==> config.mk <==
export PLATFORM = sky130hd
export DESIGN_NAME = mss_decode
export DESIGN_NICKNAME = d
export VERILOG_FILES = /design/src/hw/rtl/mss_pkg.sv /design/src/hw/rtl/mss_decode.sv
export SDC_FILE = /design/constraint.sdc
export NUM_CORES = 1
export LEC_CHECK = 0
export BUFFER_PORTS_ARGS = -buffer_cell sky130_fd_sc_hd__buf_2
export CAP_MARGIN = 10
export CORE_AREA = 3 3 40 42
export DETAILED_ROUTE_END_ITERATION = 8
export DIE_AREA = 0 0 43 45
export GPL_ROUTABILITY_DRIVEN = 0
export PLACE_DENSITY = 0.57
export SYNTH_ARGS = -nofsm -noshare
export SYNTH_HDL_FRONTEND = slang
export SYNTH_SLANG_ARGS = --single-unit
export TNS_END_PERCENT = 30
==> constraint.sdc <==
create_clock -name vclk -period 1.7
set_clock_uncertainty 0.05 [all_clocks]
set_input_delay 0.34 -clock vclk [all_inputs]
set_output_delay 0.34 -clock vclk [all_outputs]
set_load 0.02 [all_outputs]
==> src/hw/rtl/mss_pkg.sv <==
// Shared types, constants and the segment decode table for the
// multiplexed seven-segment scanner. No dependencies.
`timescale 1ns / 1ps

package mss_pkg;

  localparam int VALUE_W    = 14;
  localparam int SEG_W      = 7;
  localparam int EN_W       = 4;
  localparam int DWELL_W    = 16;
  localparam int BCD_W      = 4;
  localparam int DEC_DIGITS = 5;  // decimal digits a 14-bit value can have

  localparam logic [DWELL_W-1:0] DWELL_RESET = 16'd5000;
  localparam logic [DWELL_W-1:0] DWELL_MIN   = 16'd2;

  // reciprocal multipliers for exact division of 14-bit values
  localparam logic [15:0] DIV10_K    = 16'd52429;  // shift 19
  localparam logic [12:0] DIV100_K   = 13'd5243;   // shift 19
  localparam logic [13:0] DIV1000_K  = 14'd8389;   // shift 23
  localparam logic [13:0] TEN_THOUSAND = 14'd10000;

  typedef enum logic [0:0] {
    CMD_TICK = 1'b0,
    CMD_LOAD = 1'b1
  } cmd_e;

  typedef enum logic [0:0] {
    REG_COMMON_HIGH = 1'b0,
    REG_DWELL_TICKS = 1'b1
  } reg_e;

  typedef logic [BCD_W-1:0] bcd_t;

  typedef struct packed {
    cmd_e               command;
    logic [VALUE_W-1:0] value;
  } in_item_t;

  typedef struct packed {
    logic [SEG_W-1:0] segments;
    logic [EN_W-1:0]  digit_enable;
  } out_item_t;

  typedef struct packed {
    reg_e               index;
    logic [DWELL_W-1:0] wdata;
  } cfg_item_t;

  // bit 6 = a .. bit 0 = g
  function automatic logic [SEG_W-1:0] seg_of(bcd_t d);
    logic [SEG_W-1:0] s;
    case (d)
      4'd0:    s = 7'b1111110;
      4'd1:    s = 7'b0110000;
      4'd2:    s = 7'b1101101;
      4'd3:    s = 7'b1111001;
      4'd4:    s = 7'b0110011;
      4'd5:    s = 7'b1011011;
      4'd6:    s = 7'b1011111;
      4'd7:    s = 7'b1110000;
      4'd8:    s = 7'b1111111;
      4'd9:    s = 7'b1111011;
      default: s = '0;
    endcase
    return s;
  endfunction

endpackage

==> src/hw/rtl/mss_decode.sv <==
// Segment and digit-enable decode for one scan slot, with blanking and
// polarity. Uses mss_pkg for the segment table and the result item type.
`timescale 1ns / 1ps

module mss_decode import mss_pkg::*; #(
  parameter int POS_W = 2
) (
  input  bcd_t             digit_i,
  input  logic [POS_W-1:0] pos_i,
  input  logic             blank_i,
  input  logic             common_high_i,
  output out_item_t        item_o
);

  logic [SEG_W-1:0] seg;
  logic [EN_W-1:0]  en;

  always_comb begin
    seg = '0;
    en  = '0;
    if (!blank_i) begin
      seg = seg_of(digit_i);
      if (32'(pos_i) < EN_W) begin
        en = EN_W'(1) << pos_i;
      end
    end
    if (common_high_i) begin
      seg = ~seg;
    end
    item_o.segments     = seg;
    item_o.digit_enable = en;
  end

endmodule

==> results.cfg <==
[cells_and_area]
final-seq-area_um2 = 0
design_area_um2 = 718
n_fill_cell = 130
nets = 97
syn2layout_area_growth_pct = 93.9
fin_cells = 97
drive_above_1_share_pct = 63.4
design.seq.count = 0
antenna_cells = 0
nClkBuffers = 0

[critical_path]
worst_ep_arrival_time_ns = 1.35
setup.worst_path.start_class = input pin
required_ns = 1.31
cp_max_fo = 3
crit_type = input pin to primary output
end_kind = primary output

[power_and_ir_drop]
p_per_area_nw_per_um2 = 285
p_leak_nw = 0.329
irDropWorstVdd_uv = 131

[synthesis]
syn_area_um2 = 370
syn-num-nets = 63
synth_common_cells = 5 x ha_1, 5 x nand2b_1, 4 x inv_1
yosysTopAreaCellShare_pct = 16.9
yosys.cell_types.count = 26
syn_inst = 50
synth_top_area_cell = ha_1
synth.top_cells.by_area = ha_1 17%, nand2b_1 8.4%, o41ai_1 7.1%
yosysSeqAreaShare_pct = 0
yosys_warnings = 0
synth_area_per_cell_um2 = 7.41

[global_routing]
grt_pass1_vias = 480
grt_max_degree = 8
track_usage_pct = 12.9
antenna_found_initial = 0
grt_pass1_wl_um = 2030
grt_overflow_total = 0

[sta]
worst_slew_pin_slew_ns = 0.265
setup_ws_ns = -0.0374
grt_setup_unrepaired = yes
worst_hold_slack_ns = 0.924
max_freq_mhz = 576
min_period_ns = 1.74
finalHoldViolations = 0
period_share_pct = 102
finalSetupViolations = 2
maxSlewHeadroom_pct = 82.1
slew_viol_final = 0

[status]
violations = negative setup slack
outcome = finished with violations

[routing]
vias_per_cell = 4.92
vias = 477
final_antenna_net_count = 0
drtPass1Iterations = 2
routed_wl_um = 1180
drtIter0Drc = 8
routedWlPerCell_um = 12.2
drc = 0

[worst_hold_path]
hold_path.class = input pin to primary output
worstHoldEndpoint = item_o[2]
min_path_cells = 3
min_from = pos_i[0]

[clock_network]
ctsHoldBuffers = 0

[place]
dp_hpwl_um = 863
placed_area_um2 = 598
dp_cells = 97
io_buffers = 19

[floorplan]
ios = 19
core_um2 = 1280
chipWidth_um = 43
initial_core_util_pct = 28.8
num_rows = 13
dieArea_um2 = 1940
chipHeight_um = 45

[flow_run]
drv_cap = 0
-- per-stage QoR --
| step | utilization [%] | power, mW | worst slack, ns | setup TNS (ns) |
|---|---|---|---|---|
| after global routing | 55.9 | 0.223 | -0.0676 | -0.337 |
| after floorplan | - | 0.0940 | 0.0123 | 0 |
| after CTS | 53.2 | 0.191 | -0.0841 | -0.216 |
| after global placement | 46.5 | 0.165 | -0.153 | -0.761 |
| after detailed placement | 46.5 | 0.166 | -0.145 | -0.805 |
| final | 55.9 | 0.205 | -0.0374 | -0.0738 |
-- worst max-delay path by stage --
stage / from / end / cells past startpoint
global placement: digit_i[1] / item_o[7] / 7
CTS: digit_i[1] / item_o[4] / 5
global route: digit_i[0] / item_o[10] / 7
floorplan: digit_i[0] / item_o[8] / 5
detailed placement: digit_i[1] / item_o[4] / 5
finish: digit_i[0] / item_o[5] / 5
-- cell families after synthesis --
| logic type | Yosys count | synth area share, % |
|---|---|---|
| AO/OA/AOI/OAI | 14 | 27.7 |
| AND/OR/NAND/NOR | 19 | 35.1 |
| adder cells (fa/ha/maj) | 5 | 16.9 |
| XOR/XNOR | 4 | 9.46 |
| buffers and inverters | 8 | 10.8 |
-- layout make-up --
type                       count  area, um2  share of cell area [%]
timing repair buffer          35        258                    35.9
inverter                       5       21.3                    2.96
multi-input combinational     42        420                    58.5
tap                           15       18.8                    2.61
-- critical path, cell delays in order --
cell	delay, ns
buf_8	0.11
ha_4	0.15
or4b_4	0.50
o221ai_2	0.08
buf_4	0.17
-- what timing repair did --
item | in CTS | in global routing
gates resized for setup | 18 | 11
setup endpoints to repair | 7 | 7
setup buffers | 0 | 0
pin swaps | 1 | 4
cloned | 0 | 0
-- per-layer routing --
metal / track usage (%) / up-vias / part of all wire, %
li1: - / 249 / -
met1: 15.2 / 221 / 40
met2: 27.2 / 7 / 57
met3: 0 / 0 / 2.2
met4: 0 / 0 / 0
met5: 0 / - / 0
-- cells in the final DEF, fill, tap and decap left out, types with 2 or more instances in the layout --
| master | netlist | layout |
|---|---|---|
| nand2b_1 | 5 | 5 |
| buf_2 | 2 | 10 |
| ha_1 | 5 | 2 |
| nor2_1 | 2 | 2 |
| inv_2 | 1 | 2 |
| o41ai_2 | 0 | 3 |
| and3b_1 | 2 | 2 |
| nor3b_1 | 2 | 2 |
| o21ai_1 | 0 | 2 |
| a32oi_1 | 2 | 2 |
| xor2_1 | 2 | 2 |
| a21oi_1 | 3 | 2 |
| inv_1 | 4 | 2 |
| o221ai_2 | 0 | 2 |
| buf_4 | 0 | 23 |
| xnor2_1 | 2 | 2 |
| ha_4 | 0 | 3 |
-- power by group --
part	internal, mW	total, mW	switching [mW]
clock network	0	0	0
registers	0	0	0
logic	0.101	0.205	0.104
No activity file was read; power rests on OpenSTA's default activity.
