File: config.mk
export PLATFORM = sky130hd
export DESIGN_NAME = mss_split
export DESIGN_NICKNAME = d
export VERILOG_FILES = /design/src/hw/rtl/mss_pkg.sv /design/src/hw/rtl/mss_split.sv
export SDC_FILE = /design/constraint.sdc
export NUM_CORES = 1
export LEC_CHECK = 0
export BUFFER_PORTS_ARGS = -buffer_cell sky130_fd_sc_hd__buf_2
export CAP_MARGIN = 5
export CORE_UTILIZATION = 35
export CTS_CLUSTER_DIAMETER = 30
export CTS_CLUSTER_SIZE = 14
export DETAILED_ROUTE_END_ITERATION = 7
export GPL_TIMING_DRIVEN = 0
export PLACE_DENSITY = 0.62
export SYNTH_ARGS = -nofsm -noshare
export SYNTH_HDL_FRONTEND = slang
export SYNTH_SLANG_ARGS = --single-unit
export TNS_END_PERCENT = 5
File: constraint.sdc
create_clock -name clk_i -period 5.89 [get_ports clk_i]
set_clock_uncertainty 0.1 [all_clocks]
set_input_delay 1.178 -clock clk_i [delete_from_list [all_inputs] [get_ports clk_i]]
set_output_delay 1.178 -clock clk_i [all_outputs]
set_load 0.03 [all_outputs]
File: src/hw/rtl/mss_pkg.sv
// Shared types, constants and the segment decode table for the
// multiplexed seven-segment scanner. No dependencies.
`timescale 1ns / 1ps

package mss_pkg;

  localparam int VALUE_W    = 14;
  localparam int SEG_W      = 7;
  localparam int EN_W       = 4;
  localparam int DWELL_W    = 16;
  localparam int BCD_W      = 4;
  localparam int DEC_DIGITS = 5;  // decimal digits a 14-bit value can have

  localparam logic [DWELL_W-1:0] DWELL_RESET = 16'd5000;
  localparam logic [DWELL_W-1:0] DWELL_MIN   = 16'd2;

  // reciprocal multipliers for exact division of 14-bit values
  localparam logic [15:0] DIV10_K    = 16'd52429;  // shift 19
  localparam logic [12:0] DIV100_K   = 13'd5243;   // shift 19
  localparam logic [13:0] DIV1000_K  = 14'd8389;   // shift 23
  localparam logic [13:0] TEN_THOUSAND = 14'd10000;

  typedef enum logic [0:0] {
    CMD_TICK = 1'b0,
    CMD_LOAD = 1'b1
  } cmd_e;

  typedef enum logic [0:0] {
    REG_COMMON_HIGH = 1'b0,
    REG_DWELL_TICKS = 1'b1
  } reg_e;

  typedef logic [BCD_W-1:0] bcd_t;

  typedef struct packed {
    cmd_e               command;
    logic [VALUE_W-1:0] value;
  } in_item_t;

  typedef struct packed {
    logic [SEG_W-1:0] segments;
    logic [EN_W-1:0]  digit_enable;
  } out_item_t;

  typedef struct packed {
    reg_e               index;
    logic [DWELL_W-1:0] wdata;
  } cfg_item_t;

  // bit 6 = a .. bit 0 = g
  function automatic logic [SEG_W-1:0] seg_of(bcd_t d);
    logic [SEG_W-1:0] s;
    case (d)
      4'd0:    s = 7'b1111110;
      4'd1:    s = 7'b0110000;
      4'd2:    s = 7'b1101101;
      4'd3:    s = 7'b1111001;
      4'd4:    s = 7'b0110011;
      4'd5:    s = 7'b1011011;
      4'd6:    s = 7'b1011111;
      4'd7:    s = 7'b1110000;
      4'd8:    s = 7'b1111111;
      4'd9:    s = 7'b1111011;
      default: s = '0;
    endcase
    return s;
  endfunction

endpackage

File: src/hw/rtl/mss_split.sv
// Two-stage binary to decimal split of the loaded value.
// Uses mss_pkg for widths and reciprocal constants.
`timescale 1ns / 1ps

module mss_split import mss_pkg::*; (
  input  logic               clk_i,
  input  logic               en_i,
  input  logic [VALUE_W-1:0] value_i,
  output bcd_t               digits_o [DEC_DIGITS]
);

  logic [29:0] p10;
  logic [26:0] p100;
  logic [27:0] p1000;

  logic [VALUE_W-1:0] value_q;
  logic [10:0]        q10_q;
  logic [7:0]         q100_q;
  logic [4:0]         q1000_q;
  logic               q10k_q;
  bcd_t               digits_d [DEC_DIGITS];
  bcd_t               digits_q [DEC_DIGITS];

  assign p10   = 30'(value_i) * 30'(DIV10_K);
  assign p100  = 27'(value_i) * 27'(DIV100_K);
  assign p1000 = 28'(value_i) * 28'(DIV1000_K);

  always_ff @(posedge clk_i) begin
    if (en_i) begin
      value_q <= value_i;
      q10_q   <= p10[29:19];
      q100_q  <= p100[26:19];
      q1000_q <= p1000[27:23];
      q10k_q  <= (value_i >= TEN_THOUSAND);
    end
  end

  // digit k = floor(v / 10^k) - 10 * floor(v / 10^(k+1))
  always_comb begin
    digits_d[0] = BCD_W'(value_q - 14'(q10_q) * 14'd10);
    digits_d[1] = BCD_W'(q10_q - 11'(q100_q) * 11'd10);
    digits_d[2] = BCD_W'(q100_q - 8'(q1000_q) * 8'd10);
    digits_d[3] = BCD_W'(q1000_q - 5'(q10k_q) * 5'd10);
    digits_d[4] = BCD_W'(q10k_q);
  end

  always_ff @(posedge clk_i) begin
    if (en_i) begin
      digits_q <= digits_d;
    end
  end

  assign digits_o = digits_q;

endmodule

==> results.ini, run 1 <==
[die]
die_w_um=163.8
start_util_pct=36.08
fp-row-count=58
dieArea_mm2=0.02684
pin_count=36
placeableCoreArea_mm2=0.02540
die_height_um=163.8

[synth]
synth.cells.most_frequent=inv_1, ha_1, fa_1
synth-edff-count=34
synth.top_cell.area_share_pct=33.31
synth_cell_type_count=57
synthesis.instances=907
ys_seq_elements=34
synth-main-ff-cell=edfxtp_1
seq_area_frac_synth_pct=11.14
synth_area_mm2=0.009165
post_synth_main_area_contributors=ha_1, fa_1, inv_1
postSynthAreaPerCell_um2=10.10
yosysMostFrequentCell=inv_1
asyncSetResetFlopFracSynth_pct=0
yosys_warnings=0
synth_top_cell_by_area=ha_1

[sta]
finalSetupViolations=0
worst_slew_pin_slew_ns=0.7762
slew_headroom_pct=48.25
layout_min_cycle_time_ns=5.733
final_critical_path_setup_slack_ns=0.1568
finalCritPeriodShare_pct=97.34
clock.fmax_mhz=174.4
maxSlewViolCount=0
final.setup.tns_ns=0
timing.final.hold_violations=0
rsz_0062_raised_after_global_routing=true

[pwr]
clock_power_share_pct=5.7
power.net_switching_mw=2.079
netSwitchingFraction_pct=50.33
cellPowerDensity_mw_per_mm2=409.1
irDropWorstVdd_uv=332.3
p_leak_nw=5.454
p_comb_share_pct=82.7
power.share.sequential_pct=11.6
cellInternalPower_mw=2.052

[global_routing]
grt_overflow_total=0
number_of_global_route_vias_before_repair=6220
grt_max_degree=35
grt_first_pass_wirelength_um=32510
initial_antenna_violation_count=0
track_usage_pct=15.82

[clocking]
tritoncts=done
clk-insertion-delay-late_ns=0.28
cts_buffer_depth=2
cts-htree-levels=2
library_cell_used_as_clock_root_buffer=clkbuf_16
clk_pin_slew_worst_paths_ns=0.05
cts-buffers-inserted=5
clock_sink_count=34

[layout]
utilization_pct=39.74
number_of_nets_in_the_final_layout=1346
ff_latch_area_mm2=0.001021
synthToLayoutAreaGrowth_pct=10.14
insertedDiodeCount=0
number_of_filler_cells_placed_in_the_layout=2491
drive_gt1_share_pct=7.773
multi_input_comb_area_mm2=0.007177

[critical_path]
timing.critical_path.to_type=register
cp.required_ns=5.91
criticalPathCategory=in2reg
critical_path.startpoint_type=primary input
arrival_ns=5.75
crit_path_max_fanout=9

[placement]
place_ws_ns=-1.153
gp_weighted_congestion=0.8531
dpl.hpwl_um=16760
buffer_ports.inserted=32

[run_status]
status=completed

[routing]
first_pass_iters=4
route.detailed.vias_per_inst=4.666
routed_wire_length_per_instance_um=15.10
drc_errors=0
vias=5982
initialDrtViolationCount=206
detail-route-antenna-nets=0
routed_wire_length_um=19360

[job]
max-cap-violations=0

[hold_path]
timing.hold.worst.class=reg2reg

==> critical path, cell delays in order <==
cell,delay (ns)
buf_6,0.17
inv_2,0.10
ha_1,0.29
inv_1,0.06
ha_2,0.22
inv_1,0.11
fa_2,0.52
fa_1,0.55
inv_1,0.06
fa_1,0.55
inv_1,0.06
fa_1,0.49
inv_1,0.05
ha_1,0.30
o21a_1,0.18
o211a_1,0.22
o211ai_1,0.16
o21ai_1,0.11
a21o_1,0.20
a22oi_2,0.19
==> cell type report <==
cell class                 instances  area share [%]
sequential                        34           10.11
multi-input combinational        588           71.10
clock buffer                       5           1.239
inverter                         282           10.56
timing repair buffer              37           2.566
tap                              330           4.090
buffer                             5          0.2975
clock inverter                     1         0.03718
==> sequential cells by signal, summed over array words and instances, names as in the netlist <==
signal and cells:
digits_o 17, value_q 4, q10_q 4, q1000_q 4, q10k_q 1, q100_q 4
==> timing repair <==
action / CTS / global route
hold buffers: 0 / 0
pin swaps: 3 / 4
setup buffers: 3 / 2
gates resized for setup: 26 / 16
endpoints found under the setup margin: 7 / 10
==> placed cells by master (no fill, tap or decap), types with 7 or more instances in the layout <==
master and instances:
edfxtp_1 34, nand2_1 28, xnor2_1 16, nor2_1 8, ha_1 239, nand2b_1 7
nand3_1 14, inv_1 276, a21oi_1 27, o21ai_1 8, buf_4 14, buf_2 20
a21o_1 9, fa_1 132, xor2_1 12
==> through the flow <==
stage / hold slack (ns) / power, mW / area [µm²] / instances
2_1_floorplan: 0.3003 / 2.918 / 9173 / 909
3_3_place_gp: 0.3096 / 3.659 / 9746 / 1271
3_5_place_dp: 0.3146 / 3.706 / 9746 / 1271
4_1_cts: 0.3259 / 4.051 / 9986 / 1280
5_1_grt: 0.3479 / 4.731 / 10090 / 1282
6_report: 0.3209 / 4.130 / 10090 / 1282
==> cell families (layout without fill, tap and decap cells) <==
logic type / count (synthesis) / in the layout / share of synthesized area (%)
AND/OR/NAND/NOR: 88 / 88 / 5.024
buffers and inverters: 287 / 330 / 11.88
AO/OA/AOI/OAI: 86 / 86 / 6.102
XOR/XNOR: 31 / 31 / 3.113
adder cells (fa/ha/maj): 377 / 377 / 62.36
flip-flops: 34 / 34 / 11.14
multiplexers: 3 / 3 / 0.3413
other: 1 / 3 / 0.04092
==> worst paths after layout <==
check	start	to	slack, ns	cells after the start
max reg2reg	q100_q[1]	digits_o[11]	4.14	5
min	value_q[0]	digits_o[16]	0.32	0
max	value_i[3]	q10_q[1]	0.16	20
min reg2reg	value_q[0]	digits_o[16]	0.32	0
==> layer usage <==
layer / up-vias / track usage [%] / share of wire (%) / wire (µm)
met3: 25 / 2.045 / 3.3 / 645
met4: 0 / 4.966 / 2.6 / 507
met5: - / 0 / 0 / 0
met2: 81 / 26.93 / 48 / 9300
li1: 2975 / - / - / -
met1: 2901 / 20.77 / 46 / 8902
==> power by group through the flow <==
stage               sequential, mW  combinational (mW)  clock (mW)
floorplan                    0.554                2.36           0
global placement             0.481                3.18           0
detailed placement           0.484                3.22           0
CTS                          0.480                3.33       0.239
global route                 0.490                3.99       0.246
finish                       0.478                3.42       0.234
Note: power is estimated with default switching activity, not from simulation.
==> run 2: changes to the inputs <==
--- a/config.mk
+++ b/config.mk
@@ -12,7 +12,9 @@
 export CTS_CLUSTER_SIZE = 14
 export DETAILED_ROUTE_END_ITERATION = 7
 export GPL_TIMING_DRIVEN = 0
+export HOLD_SLACK_MARGIN = 0.06
 export PLACE_DENSITY = 0.62
+export SETUP_SLACK_MARGIN = 0.4
 export SYNTH_ARGS = -nofsm -noshare
 export SYNTH_HDL_FRONTEND = slang
 export SYNTH_SLANG_ARGS = --single-unit
==> run 2 against run 1 <==
Setup slack improved by 0.18 ns. First-iteration DRC count rose by 43%. Global-route usage rose by 0.19 points. Cell area rose by 3.7%. Non-clock buffer count rose by 5. Maximum frequency rose by 3.2%. Cell count rose by 0.39%. Largest power group unchanged. Sequential share of layout area fell by 0.36 points. Wire length rose by 4.0%. Clock power rose by 3%. Largest cell class unchanged. Clock-buffer cell count did not move.
==> results.ini, run 2 (synthesis results as in run 1) <==
[run_status]
status=completed  ; unchanged

[layout]
mostFrequentLayoutCells=inv_1, ha_1, fa_1  ; unchanged
max_ffs_per_register=17  ; unchanged
layout.cell_area.non_filler_mm2=0.01046  ; was 0.01009 mm²
instances_no_fill=1287  ; was 1282
number_of_nets_in_the_final_layout=1351  ; was 1346
drive_gt1_share_pct=11.91  ; was 7.773%
synthToLayoutAreaGrowth_pct=14.17  ; was 10.14%
final_common_cell=inv_1  ; unchanged
utilization_pct=41.20  ; was 39.74%
insertedDiodeCount=0  ; unchanged

[clocking]
tritoncts=done  ; unchanged
clock_sink_count=34  ; unchanged
cts-buffers-inserted=5  ; unchanged
clk_pin_slew_worst_paths_ns=0.05  ; about the same
cts_buffer_depth=2  ; unchanged
cts-htree-levels=2  ; unchanged
library_cell_used_as_clock_root_buffer=clkbuf_16  ; unchanged
clk-insertion-delay-late_ns=0.28  ; about the same

[job]
max-cap-violations=0  ; unchanged

[die]
die_w_um=163.8  ; unchanged
fp-row-count=58  ; unchanged
dieArea_mm2=0.02684  ; unchanged
placeableCoreArea_mm2=0.02540  ; unchanged
die_height_um=163.8  ; unchanged
start_util_pct=36.08  ; unchanged
pin_count=36  ; unchanged

[routing]
first_pass_iters=6  ; was 4
detail-route-antenna-nets=0  ; unchanged
routed_wire_length_per_instance_um=15.64  ; was 15.10 µm
initialDrtViolationCount=295  ; was 206
vias=6184  ; was 5982
route.detailed.vias_per_inst=4.805  ; was 4.666
routed_wire_length_um=20130  ; was 19360 µm
drc_errors=0  ; unchanged

[sta]
final.setup.tns_ns=0  ; unchanged
slew_headroom_pct=48.41  ; was 48.25%
worst_slew_pin_slew_ns=0.7739  ; was 0.7762 ns
timing.final.hold_violations=0  ; unchanged
clock.fmax_mhz=180.1  ; was 174.4 MHz
layout_min_cycle_time_ns=5.553  ; was 5.733 ns
finalSetupViolations=0  ; unchanged
finalCritPeriodShare_pct=94.29  ; was 97.34%
maxSlewViolCount=0  ; unchanged
rsz_0062_raised_after_global_routing=true  ; unchanged

[pwr]
total_power_after_layout_mw=4.590  ; was 4.130 mW
irDropWorstVdd_uv=323.6  ; was 332.3 µV
p_leak_nw=5.522  ; was 5.454 nW
cellPowerDensity_mw_per_mm2=438.6  ; was 409.1 mW/mm²

[global_routing]
track_usage_pct=16.01  ; was 15.82%
grt_overflow_total=0  ; unchanged
grt_first_pass_wirelength_um=32840  ; was 32510 µm
initial_antenna_violation_count=0  ; unchanged
number_of_global_route_vias_before_repair=6545  ; was 6220
grt.met2_usage_pct=28.54  ; was 26.93%
grt_max_degree=35  ; unchanged
groute.layer.met3.usage_pct=1.313  ; was 2.045%
grt_most_used_layer=met2  ; unchanged
global_route.usage.met1_pct=20.14  ; was 20.77%

[placement]
buffer_ports.inserted=32  ; unchanged
dpl.hpwl_um=17180  ; was 16760 µm
gp_weighted_congestion=0.8749  ; was 0.8531
numPlacedInstances=1271  ; unchanged
placement.cell_area_mm2=0.009797  ; was 0.009746 mm²

[hold_path]
timing.hold.worst.class=reg2reg  ; unchanged
hold_path.startpoint=value_q[0]  ; unchanged
holdPathEnd=digits_o[16]  ; unchanged
holdPathStages=0  ; unchanged

[critical_path]
crit_path_max_fanout=6  ; was 9
arrival_ns=5.45  ; was 5.75 ns
r2r_start=q100_q[1]  ; unchanged
most_used_cell_cp=ha_1  ; was inv_1
reg2reg_depth=5  ; unchanged
timing.critical_path.to_type=register  ; unchanged
critical_path.cell_chain=buf_16 -> clkinvlp_4 -> ha_4 -> ha_1 -> or2_2 -> ha_1 -> a21o_1 -> inv_1 -> fa_1 -> fa_1 -> inv_1 -> ha_1 -> ha_1 -> and4_4 -> nor2b_1 -> o21ai_1 -> nand2b_1 -> a221oi_4 -> xnor2_2  ; was buf_6 -> inv_2 -> ha_1 -> inv_1 -> ha_2 -> inv_1 -> fa_2 -> fa_1 -> inv_1 -> fa_1 -> inv_1 -> fa_1 -> inv_1 -> ha_1 -> o21a_1 -> o211a_1 -> o211ai_1 -> o21ai_1 -> a21o_1 -> a22oi_2
crit_slowest_cell=fa_1  ; unchanged
critical_path.max_stage_delay_ns=0.55  ; about the same
critical_path.startpoint_type=primary input  ; unchanged
criticalPathCategory=in2reg  ; unchanged
rr_endpoint=digits_o[11]  ; unchanged
cp.required_ns=5.79  ; was 5.91 ns
reg2reg_slack_ns=4.16  ; was 4.14 ns

[run 2: power breakdown]
group          total (mW)  switching [mW]  internal, mW
Combinational        3.87            2.17          1.70
Clock               0.240          0.0901         0.150
Sequential          0.477          0.0443         0.433
[run 2: worst max-delay path, delay by kind of cell]
| family | cells | cell delay, ns |
|---|---|---|
| AND/OR/NAND/NOR | 4 | 0.75 |
| adder cells (fa/ha/maj) | 7 | 2.36 |
| XOR/XNOR | 1 | 0.16 |
| buffers and inverters | 4 | 0.34 |
| AO/OA/AOI/OAI | 3 | 0.67 |
[run 2: worst max path at each step]
stage	endpoint	startpoint	depth (start not counted)	slack, ns
global route	q10_q[1]	value_i[12]	20	0.18
floorplan	q10_q[3]	value_i[12]	18	0.40
CTS	q10_q[3]	value_i[12]	20	0.32
global placement	q10_q[1]	value_i[12]	19	-1.05
detailed placement	q10_q[1]	value_i[12]	19	-1.02
finish	q10_q[3]	value_i[12]	19	0.34
[run 2: cell type report]
| class | instances | area, µm² |
|---|---|---|
| Fill cell | 2458 | 14940 |
| Multi-Input combinational cell | 588 | 7430 |
| Inverter | 282 | 1070 |
| Sequential cell | 34 | 1021 |
| Tap cell | 330 | 412.9 |
| Timing Repair Buffer | 42 | 371.6 |
| Clock buffer | 5 | 125.1 |
| Buffer | 5 | 30.03 |
| Clock inverter | 1 | 3.754 |
[run 2: through the flow]
stage          hold slack, ns  worst slack (ns)
2_1_floorplan          0.3003            0.3986
3_3_place_gp           0.3071            -1.046
3_5_place_dp           0.3130            -1.016
4_1_cts                0.3378            0.3225
5_1_grt                0.3659            0.1830
6_report               0.3320            0.3365
[run 2: what timing repair did]
action	CTS	global route
setup endpoints to repair	11	11
endpoints found under the hold margin	0	0
hold buffers	0	0
pin swaps	20	13
gates resized for setup	76	20
buffers inserted	10	0
[run 2: per-layer routing]
| metal | wire length, µm | share of wire [%] | vias up |
|---|---|---|---|
| met4 | 609 | 3.0 | 0 |
| met1 | 8811 | 44 | 3045 |
| met2 | 9850 | 49 | 112 |
| li1 | - | - | 2995 |
| met3 | 860 | 4.3 | 32 |
| met5 | 0 | 0 | - |
